[src/rtl/sabb_pkg.sv]
// Shared types, codes and constants of the sequence-addressed byte buffer.
`timescale 1ns / 1ps

package sabb_pkg;

  localparam int CAPACITY_DEF    = 4096;
  localparam int MAX_READ_DEF    = 64;
  localparam int WRITE_BYTES_DEF = 8;

  localparam int SEQ_W    = 32;
  localparam int WORD_W   = 64;
  localparam int BCNT_W   = 4;
  localparam int RLEN_W   = 7;
  localparam int STATUS_W = 3;
  localparam int AVAIL_W  = 13;
  localparam int BYTE_W   = 8;
  localparam int OP_W     = 2;

  typedef enum logic [OP_W-1:0] {
    OP_WRITE   = 2'd0,
    OP_READ    = 2'd1,
    OP_CONSUME = 2'd2,
    OP_QUERY   = 2'd3
  } op_t;

  typedef enum logic [STATUS_W-1:0] {
    ST_OK     = 3'd0,
    ST_FULL   = 3'd1,
    ST_BEFORE = 3'd2,
    ST_BEYOND = 3'd3,
    ST_EMPTY  = 3'd4
  } status_t;

  typedef enum logic [1:0] {
    AV_ZERO  = 2'd0,
    AV_COUNT = 2'd1,
    AV_SPAN  = 2'd2
  } avail_sel_t;

  typedef struct packed {
    logic       capture;
    logic       cfg_load;
    logic       eval;
    logic       write_byte;
    logic       consume;
    logic       rd_start;
    logic       rd_issue;
    logic       rd_send;
    logic       post;
    status_t    post_status;
    avail_sel_t post_sel;
  } dp_cmd_t;

  typedef struct packed {
    op_t  op;
    logic before_start;
    logic at_end;
    logic beyond_end;
    logic full;
    logic no_bytes;
    logic no_len;
    logic wr_last;
    logic rd_last;
    logic out_free;
  } dp_stat_t;

endpackage

[src/rtl/sabb_ctrl.sv]
// Controller state machine of the sequence-addressed byte buffer.
`timescale 1ns / 1ps

module sabb_ctrl (
  input  logic               clk,
  input  logic               rst,
  input  logic               in_valid,
  output logic               in_ready,
  input  logic               cfg_valid,
  output logic               cfg_ready,
  input  sabb_pkg::dp_stat_t stat,
  output sabb_pkg::dp_cmd_t  cmd
);
  import sabb_pkg::*;

  typedef enum logic [7:0] {
    S_IDLE   = 8'b0000_0001,
    S_EVAL   = 8'b0000_0010,
    S_DECIDE = 8'b0000_0100,
    S_WRITE  = 8'b0000_1000,
    S_RSTART = 8'b0001_0000,
    S_RREAD  = 8'b0010_0000,
    S_RSEND  = 8'b0100_0000,
    S_POST   = 8'b1000_0000
  } state_t;

  state_t     state, state_next;
  status_t    post_status, post_status_next;
  avail_sel_t post_sel, post_sel_next;

  always_ff @(posedge clk) begin
    if (rst) begin
      state       <= S_IDLE;
      post_status <= ST_OK;
      post_sel    <= AV_ZERO;
    end else begin
      state       <= state_next;
      post_status <= post_status_next;
      post_sel    <= post_sel_next;
    end
  end

  always_comb begin
    state_next       = state;
    post_status_next = post_status;
    post_sel_next    = post_sel;
    cmd              = '0;
    cmd.post_status  = post_status;
    cmd.post_sel     = post_sel;
    in_ready         = 1'b0;
    cfg_ready        = 1'b0;
    unique case (state)
      S_IDLE: begin
        // A register write wins over an item offered in the same cycle.
        cfg_ready    = 1'b1;
        in_ready     = !cfg_valid;
        cmd.cfg_load = cfg_valid;
        cmd.capture  = in_valid && !cfg_valid;
        if (cmd.capture) begin
          state_next = S_EVAL;
        end
      end
      S_EVAL: begin
        cmd.eval   = 1'b1;
        state_next = S_DECIDE;
      end
      S_DECIDE: begin
        state_next = S_POST;
        unique case (stat.op)
          OP_WRITE: begin
            post_sel_next = AV_COUNT;
            if (stat.full) begin
              post_status_next = ST_FULL;
            end else begin
              post_status_next = ST_OK;
              if (!stat.no_bytes) begin
                state_next = S_WRITE;
              end
            end
          end
          OP_READ: begin
            post_sel_next = AV_ZERO;
            if (stat.before_start) begin
              post_status_next = ST_BEFORE;
            end else if (stat.at_end) begin
              post_status_next = ST_EMPTY;
            end else begin
              post_status_next = ST_OK;
              post_sel_next    = AV_SPAN;
              if (!stat.no_len) begin
                state_next = S_RSTART;
              end
            end
          end
          OP_CONSUME: begin
            post_sel_next = AV_COUNT;
            if (stat.before_start) begin
              post_status_next = ST_BEFORE;
            end else if (stat.beyond_end) begin
              post_status_next = ST_BEYOND;
            end else begin
              post_status_next = ST_OK;
              cmd.consume      = 1'b1;
            end
          end
          OP_QUERY: begin
            if (stat.before_start) begin
              post_status_next = ST_BEFORE;
              post_sel_next    = AV_ZERO;
            end else begin
              post_status_next = ST_OK;
              post_sel_next    = stat.at_end ? AV_ZERO : AV_SPAN;
            end
          end
        endcase
      end
      S_WRITE: begin
        cmd.write_byte = 1'b1;
        if (stat.wr_last) begin
          state_next = S_POST;
        end
      end
      S_RSTART: begin
        cmd.rd_start = 1'b1;
        state_next   = S_RREAD;
      end
      S_RREAD: begin
        cmd.rd_issue = 1'b1;
        state_next   = S_RSEND;
      end
      S_RSEND: begin
        if (stat.out_free) begin
          cmd.rd_send = 1'b1;
          state_next  = stat.rd_last ? S_IDLE : S_RREAD;
        end
      end
      S_POST: begin
        if (stat.out_free) begin
          cmd.post   = 1'b1;
          state_next = S_IDLE;
        end
      end
      default: begin
        state_next = S_IDLE;
      end
    endcase
  end

endmodule

[config.mk]
export PLATFORM = sky130hd
export DESIGN_NAME = sabb_ctrl
export DESIGN_NICKNAME = d
export VERILOG_FILES = /design/src/rtl/sabb_pkg.sv /design/src/rtl/sabb_ctrl.sv
export SDC_FILE = /design/constraint.sdc
export NUM_CORES = 1
export LEC_CHECK = 0
export BUFFER_PORTS_ARGS = -buffer_cell sky130_fd_sc_hd__buf_2
export CAP_MARGIN = 30
export CORE_MARGIN = 4
export CORE_UTILIZATION = 52
export CTS_CLUSTER_SIZE = 16
export DETAILED_ROUTE_END_ITERATION = 8
export GPL_ROUTABILITY_DRIVEN = 0
export PLACE_DENSITY = 0.82
export SLEW_MARGIN = 20
export SYNTH_ARGS = -nofsm -noshare
export SYNTH_HDL_FRONTEND = slang
export SYNTH_SLANG_ARGS = --single-unit
[constraint.sdc]
create_clock -name clk -period 3.7 [get_ports clk]
set_clock_uncertainty 0.05 [all_clocks]
set_input_delay 0.74 -clock clk [delete_from_list [all_inputs] [get_ports clk]]
set_output_delay 0.74 -clock clk [all_outputs]
set_load 0.005 [all_outputs]
* Word level (Yosys, flattened, before mapping)
Index checks and enable logic that the tools add are counted.
** Cells by class
- Equality and inequality tests :: 15
- Muxes and demuxes :: 36
- Reductions and logical operators :: 6
** Operators by type and width (count)
- $mux 8 :: 9
- $pmux 8 s8 :: 1
- $pmux 8 s2 :: 1
- $mux 1 :: 14
- $mux 2 :: 6
- $pmux 3 s4 :: 1
- $eq 8x1->1 const B :: 1
- $eq 8x2->1 const B :: 1
- $eq 8x3->1 const B :: 1
- $eq 8x4->1 const B :: 1
- $eq 8x5->1 const B :: 1
- $eq 8x6->1 const B :: 1
- $eq 8x7->1 const B :: 1
- $eq 8x8->1 const B :: 1
- $ne 2x2->1 const B :: 4
- $mux 3 :: 2
- $mux 6 :: 1
- $eq 2x2->1 const B :: 2
- $pmux 2 s2 :: 1
- $reduce_and 4->1 :: 1
- $reduce_or 2->1 :: 2
- $eq 2x1->1 const B :: 1
- $logic_not 2->1 :: 1
- $logic_and 1x1->1 :: 1
- $logic_not 1->1 :: 1
** Word-level totals
- Register bits :: 13
- Input bits :: 15
- Output and inout port bits :: 16
- Word-level logic and storage cells :: 60

* Depth between registers and ports, before layout
Gate-level depths: netlist (run 1).
- Depth after elaboration :: 5
- Depth in mapped cells :: 5
- Gate-level depth less buffers :: 4

* Least setup slack after synthesis (run 1)
No wires, ideal clock.
- Path kind :: reg2out
- Start :: register state[1]
- End :: output port cmd[6] (netlist bit)
- Data arrival time :: 1.154 ns
- Required time :: 2.910 ns
- Slack :: 1.756 ns
- Stages on the path, launching flop included :: 5
- Path buffers :: 1
- Cells stage by stage :: dfxtp_1 -> buf_2 -> nor4_2 -> nand3_1 -> nor3b_1
** RTL lines
- start: declaration :: RTL line sabb_ctrl.sv:27 : state_t state, state_next;
- start signal: assignment :: RTL line sabb_ctrl.sv:37 : state <= state_next;
- end: declaration :: RTL line sabb_ctrl.sv:12 : output sabb_pkg::dp_cmd_t cmd

==> summary.txt, run 1 <==
Placed design
  • Placed cells: 149
  • Area post-placement: 1040 µm²
  • DP Worst Slack: 1.56 ns
  • PortBufs: 30
  • Dpl hpwl: between 1500 and 2000 µm

Floorplan
  • Width of the die: between 40 and 50 µm
  • Die area: about 2500 µm²
  • Core Region: approximately 1600 µm²
  • Die H: ~50 µm
  • Starting Density: 0.579
  • # IOs: 31
  • # rows: 14

Synth
  • Number of synthesized flops with an enable pin: 0
  • Post-synthesis sequential area ratio: 0.285
  • Post-synth cell types: 40
  • Ys flop type: dfxtp_1
  • Async set-reset flop share out of synthesis: 0
  • Synthesized Nets: 126
  • Ys Warns: 0
  • Yosys reg bits: 13
  • Netlist Area Pre-Place: 913 µm²
  • Avg Inst Size Synth: roughly 8 µm²
  • Mapped Cells: ~110

Layout
  • P&R area growth vs syn: 16.4%
  • Post-route cell area: around 1100 µm²
  • Nets: approximately 150
  • Layout cells sized above 1: 0.285
  • Fin cells: approximately 150
  • FILL cells: approximately 130
  • # diodes: 0

Routing
  • Met3 WL: roughly 160 µm
  • Vias/cell: between 6 and 7
  • WL met2: 1090 µm
  • Initial DRC count: 21
  • DR WL/cell: around 15 µm
  • Vias: between 900 and 1000
  • DRT Pass-1 Iters: 4
  • WL met1: 980 µm
  • DRC: 0
  • Routed wire length: approximately 2300 µm
  • Max layer used: met4
  • Post-route antenna net violation count: 0

Run status
  • Status: complete, no violations

Worst setup path
  • Worst path slowest cell: nor4_2
  • Critical Path Fanout Max: 9
  • CP Class: register to output port
  • Worst EP required: approximately 2.9 ns
  • Family with the most delay on the worst path: simple AND/OR/NAND/NOR gates
  • Max stage delay on crit path: 0.46 ns
  • Crit path DAT: between 1.5 and 2 ns
  • Buffers and inverters on the worst path: 1
  • CP Launch Type: register
  • Crit end category: output port
  • Worst path cell trace: nor4_2 > nand3_1 > nor3b_1 > buf_2

Timing
  • Setup TNS: 0 ns
  • Max-slew headroom: 0.643
  • Final period util: 0.666
  • PnR worst setup slack: between 1 and 1.5 ns
  • Final hold viol count: 0
  • Fmax: ~400 MHz
  • Setup-failing EPs final: 0
  • Slew Limit Fails: 0
  • Min cycle time layout: ~2.5 ns
  • RSZ-0062 raised after global routing: no
  • Worst-Margin Slew: 0.535 ns

CTS
  • Clk_lat worst skew: approximately 0.29 ns
  • Hold Buf Count CTS: 0
  • Clk sinks: 13
  • Setup Fix Bufs, Post-CTS: 0
  • CTS tree: done
  • Total CTS buffers: 3
  • Root Buffer: clkbuf_4
  • H-tree Lvls: 1
  • Clk buf depth: 2
  • Worst-path clk slew: about 0.070 ns
  • Post-CTS sizing: 0

Pwr
  • P_leak: about 0.44 nW
  • Max IR drop VDD: about 0.00021 V
  • PD cells: 269 nW/µm²
  • Total power: roughly 290 µW

Global route
  • Vias in the first global route: ~840
  • Pin count of the biggest net entering global routing: 15
  • Remaining global-route overflow: 0
  • Initial antenna violation count: 0
  • First-pass GRT wire length: ~3600 µm
  • Gr usage total: 0.192

Min path
  • Hold Crit Class: register to register

Flow run
  • Max Cap Viol: 0
layout make-up:
class,count,area (µm²),area share
clock buffer,4,26.3,0.0247
sequential,13,260,0.245
tap,16,20.0,0.0188
inverter,2,7.51,0.00706
timing repair buffer,30,150,0.141
multi-input combinational,88,599,0.564
state kept, by name, summed over array words and instances (netlist names):
register,cells
state,8
post_status,3
post_sel,2
layout by cell type (no fill, tap or decap), types with 4 or more instances in the layout:
cell	Yosys	layout
nand2b_1	6	6
a21oi_1	10	10
nor2_1	11	11
nand2_1	7	7
buf_2	4	30
or3_1	4	4
nor3_1	4	4
nor4_1	4	4
dfxtp_1	13	13
report_power, final:
part           internal [mW]  total (mW)  switching [mW]
clock network         0.0420      0.0916          0.0496
registers              0.142       0.146         0.00482
logic                 0.0220      0.0486          0.0266
total                  0.206       0.287          0.0810
worst register-to-register path, cell delays in order (launching register included):
cell	delay [ns]
dfxtp_1	0.66
nor4b_1	0.40
o311ai_2	0.21
o21a_1	0.15
a311o_1	0.31
path summary, 6_finish.rpt:
path | startpoint | endpoint | slack (ns) | cells after the start
worst max-delay path | state[1]$_SDFFE_PP0P_ | cmd[6] | 1.24 | 4
worst min-delay path | post_sel[1]$_SDFFE_PP0N_ | post_sel[1]$_SDFFE_PP0N_ | 0.41 | 2
worst min register to register | post_sel[1]$_SDFFE_PP0N_ | post_sel[1]$_SDFFE_PP0N_ | 0.41 | 2
worst max register to register | state[6]$_SDFFE_PP0P_ | state[0]$_SDFFE_PP1P_ | 1.81 | 4
Yosys cell counts, types with 2 or more instances:
library cell	count	area share
dfxtp_1	13	0.28
inv_1	2	0.0082
nand2_1	7	0.029
a21oi_1	10	0.055
nor2_1	11	0.045
nor3b_1	2	0.016
o21ai_0	3	0.016
nand2b_1	6	0.041
buf_2	4	0.022
nand3_1	3	0.016
nor4b_1	3	0.029
and4_1	3	0.029
nor3_4	3	0.053
or3_1	4	0.027
nor3_1	4	0.022
or4b_1	2	0.022
nor4_1	4	0.027
nor2b_1	3	0.021
clkbuf_1	2	0.0082
nand4b_1	2	0.019
metal layers:
layer	up-vias	GRT usage
met1	413	0.227
met3	4	0.0602
met5	-	0
met4	0	0.0829
met2	33	0.315
li1	471	-
per-stage QoR:
step | util | hold slack, ns
6_report | 0.675 | 0.405
2_1_floorplan | - | 0.398
4_1_cts | 0.675 | 0.410
3_5_place_dp | 0.658 | 0.396
5_1_grt | 0.675 | 0.420
3_3_place_gp | 0.658 | 0.388
cells by family (layout without fill, tap and decap cells):
group / count (synthesis) / count (layout) / share of synthesized area
flip-flops: 13 / 13 / 0.285
multiplexers: 1 / 1 / 0.0110
AO/OA/AOI/OAI: 22 / 22 / 0.163
AND/OR/NAND/NOR: 64 / 64 / 0.473
buffers and inverters: 10 / 36 / 0.0589
XOR/XNOR: 1 / 1 / 0.00959
(Power assumes the default switching activity.)
==> run 2: changes to the inputs <==
--- a/config.mk
+++ b/config.mk
@@ -8,11 +8,11 @@
 export BUFFER_PORTS_ARGS = -buffer_cell sky130_fd_sc_hd__buf_2
 export CAP_MARGIN = 30
 export CORE_MARGIN = 4
-export CORE_UTILIZATION = 52
+export CORE_UTILIZATION = 49
 export CTS_CLUSTER_SIZE = 16
 export DETAILED_ROUTE_END_ITERATION = 8
 export GPL_ROUTABILITY_DRIVEN = 0
-export PLACE_DENSITY = 0.82
+export PLACE_DENSITY = 0.78
 export SLEW_MARGIN = 20
 export SYNTH_ARGS = -nofsm -noshare
 export SYNTH_HDL_FRONTEND = slang
==> constraint.sdc (replaced) <==
create_clock -name clk -period 2.6 [get_ports clk]
set_clock_uncertainty 0.05 [all_clocks]
set_input_delay 0.52 -clock clk [delete_from_list [all_inputs] [get_ports clk]]
set_output_delay 0.52 -clock clk [all_outputs]
set_load 0.005 [all_outputs]
==> summary.txt, run 2 (synthesis gave the netlist of run 1 again) <==
Run status
  • Status: complete, no violations

Layout
  • Top Registers: state: 8 flops, post_status: 3 flops, post_sel: 2 flops
  • Max reg flops: 8 (unchanged)
  • Post-route cell area: 1080 µm² (+1.2%)
  • # diodes: 0 (unchanged)
  • Fin cells: 162 (+5.9%)
  • Layout cells sized above 1: 0.292 (+0.00730)
  • P&R area growth vs syn: 17.8%
  • Commonest non-fill, non-tap cells in the layout: 30 x buf_2, 13 x dfxtp_1, 11 x nor2_1
  • Area occupied by multi-input gates: 599 µm² (unchanged)
  • Largest register by flop count: state
  • FILL cells: 179 (+35%)
  • Register area: 260 µm² (unchanged)
  • Nets: 153 (unchanged)
  • Most common cell after layout, fill and taps aside: buf_2

Routing
  • DR WL/cell: 14.2 µm (-4.1%)
  • DRC: 0 (unchanged)
  • Initial DRC count: 22 (+4.8%)
  • Routed wire length: 2300 µm (+1.5%)
  • Vias/cell: 5.82 (-3.3%)
  • Post-route antenna net violation count: 0 (unchanged)
  • Vias: 943 (+2.4%)
  • DRT Pass-1 Iters: 4 (unchanged)

Timing
  • Setup-failing EPs final: 0 (unchanged)
  • Fmax: approximately 450 MHz
  • Min cycle time layout: between 2 and 2.5 ns
  • Final hold viol count: 0 (unchanged)
  • PnR worst setup slack: 0.374 ns (-0.861 ns)
  • Setup TNS: 0 ns (unchanged)
  • Worst-Margin Slew: 0.514 ns (-0.0204 ns)
  • RSZ-0062 raised after global routing: no
  • Final period util: 0.856
  • Slew Limit Fails: 0 (unchanged)
  • Max-slew headroom: 0.657 (+0.0136)

Floorplan
  • # IOs: 31 (unchanged)
  • Width of the die: 51.2 µm (+2.5%)
  • Core Region: 1750 µm² (+11%)
  • # rows: 15 (+1)
  • Die H: 51.2 µm (+2.5%)
  • Die area: 2620 µm² (+5.1%)
  • Starting Density: 0.523 (-0.0561)

Global route
  • Grt met2 use: 0.300 (-0.0145)
  • Initial antenna violation count: 0 (unchanged)
  • Remaining global-route overflow: 0 (unchanged)
  • M1 GR Usage: 0.266 (+0.0387)
  • Gr usage total: 0.195 (+0.00351)
  • Pin count of the biggest net entering global routing: 15 (unchanged)
  • Vias in the first global route: 871 (+3.3%)
  • First-pass GRT wire length: 3950 µm (+8.5%)
  • Busiest grt layer: met2
  • Met3 Resource Use GR: 0.0583 (-0.00193)

Worst setup path
  • FF-to-FF Start: state[6]$_SDFFE_PP0P_
  • Crit path DAT: 1.66 ns (about the same)
  • Critical Path Fanout Max: 11 (+2)
  • Crit end category: output port
  • CP Launch Type: register
  • CP Class: register to output port
  • Worst EP required: 2.03 ns (-0.88 ns)
  • Worst reg-to-reg path cell count: 4 (unchanged)
  • Reg-to-reg slack, setup: 0.72 ns (-1.09 ns)
  • RR Endpoint: state[0]$_SDFFE_PP1P_

CTS
  • Hold Buf Count CTS: 0 (unchanged)
  • CTS tree: done
  • Setup Fix Bufs, Post-CTS: 0 (unchanged)
  • Root Buffer: clkbuf_4
  • Total CTS buffers: 3 (unchanged)
  • Post-CTS sizing: 0 (unchanged)
  • Worst-path clk slew: 0.08 ns (about the same)
  • Clk_lat worst skew: 0.28 ns (about the same)
  • Clk buf depth: 2 (unchanged)
  • H-tree Lvls: 1 (unchanged)
  • Clk sinks: 13 (unchanged)

Pwr
  • PD cells: 375 nW/µm² (+39%)
  • Total power: 403 µW (+41%)
  • Combinational Power Share: 0.174 (+0.004)
  • Clock power share: 0.308 (-0.012)
  • Switching Fraction: 0.281 (-0.00144)
  • Share of power burned in registers: 0.517 (+0.006)
  • Max IR drop VDD: 0.000394 V (+83%)
  • P_leak: 0.448 nW (+0.61%)
  • Internal power: 290 µW (+41%)
  • Sw power: 113 µW (+40%)

Flow run
  • Max Cap Viol: 0 (unchanged)

Placed design
  • DP Worst Slack: 0.701 ns (-0.855 ns)
  • Area post-placement: 1050 µm² (+1.1%)
  • Dpl hpwl: 1740 µm (-0.69%)
  • PortBufs: 30 (unchanged)
  • Placed cells: 158 (+6.0%)

Min path
  • Worst hold endpoint: post_status[2]$_SDFFE_PP0N_
  • Hold Crit Class: register to register
  • Hold path depth: 2 (unchanged)
  • Min-Delay Startpoint: post_status[2]$_SDFFE_PP0N_
==> run 2: changes by cell type in the layout (fill, tap and decap cells not counted) <==
cell      before  now
clkinv_2       0    1
clkbuf_1       1    0
==> run 2: worst max-delay path: stages, from the launching register on <==
cell and delay, ns:
dfxtp_1 0.44, nor3_4 0.36, nand4_1 0.23, inv_1 0.12, and2_1 0.12, buf_2 0.11
==> run 2: area by class of cell <==
type                            count  area share
Inverter                            2     0.00698
Clock inverter                      1     0.00465
Clock buffer                        3      0.0209
Multi-Input combinational cell     88       0.557
Sequential cell                    13       0.242
Tap cell                           25      0.0291
Timing Repair Buffer               30       0.140
==> run 2: worst max-delay path by stage <==
stage | endpoint | depth (start not counted) | from | slack, ns
after floorplan | cmd[6] | 4 | state[1]$_SDFFE_PP0P_ | 0.88
after global placement | cmd[6] | 4 | state[1]$_SDFFE_PP0P_ | 0.76
after detailed placement | cmd[12] | 5 | state[7]$_SDFFE_PP0P_ | 0.70
after CTS | cmd[12] | 5 | state[7]$_SDFFE_PP0P_ | 0.38
after global routing | cmd[12] | 5 | state[7]$_SDFFE_PP0P_ | 0.23
final | cmd[12] | 5 | state[7]$_SDFFE_PP0P_ | 0.37
==> run 2: through the flow <==
stage / util / hold slack, ns
final: 0.616 / 0.402
after global routing: 0.616 / 0.437
after CTS: 0.616 / 0.409
after detailed placement: 0.601 / 0.395
after global placement: 0.601 / 0.395
after floorplan: - / 0.398
==> run 2: power groups by stage <==
stage / sequential [mW] / clock (mW) / combinational, mW
4_1_cts: 0.208 / 0.127 / 0.0697
3_5_place_dp: 0.213 / 0 / 0.0688
5_1_grt: 0.209 / 0.141 / 0.0785
6_report: 0.209 / 0.124 / 0.0703
3_3_place_gp: 0.213 / 0 / 0.0666
2_1_floorplan: 0.207 / 0 / 0.0463
==> run 2: per-layer routing <==
metal	up-vias	wire length (µm)	part of all wire
met5	-	0	0
met3	2	180	0.078
met4	0	11	0.0048
met1	441	1010	0.44
met2	29	1090	0.48
li1	471	-	-
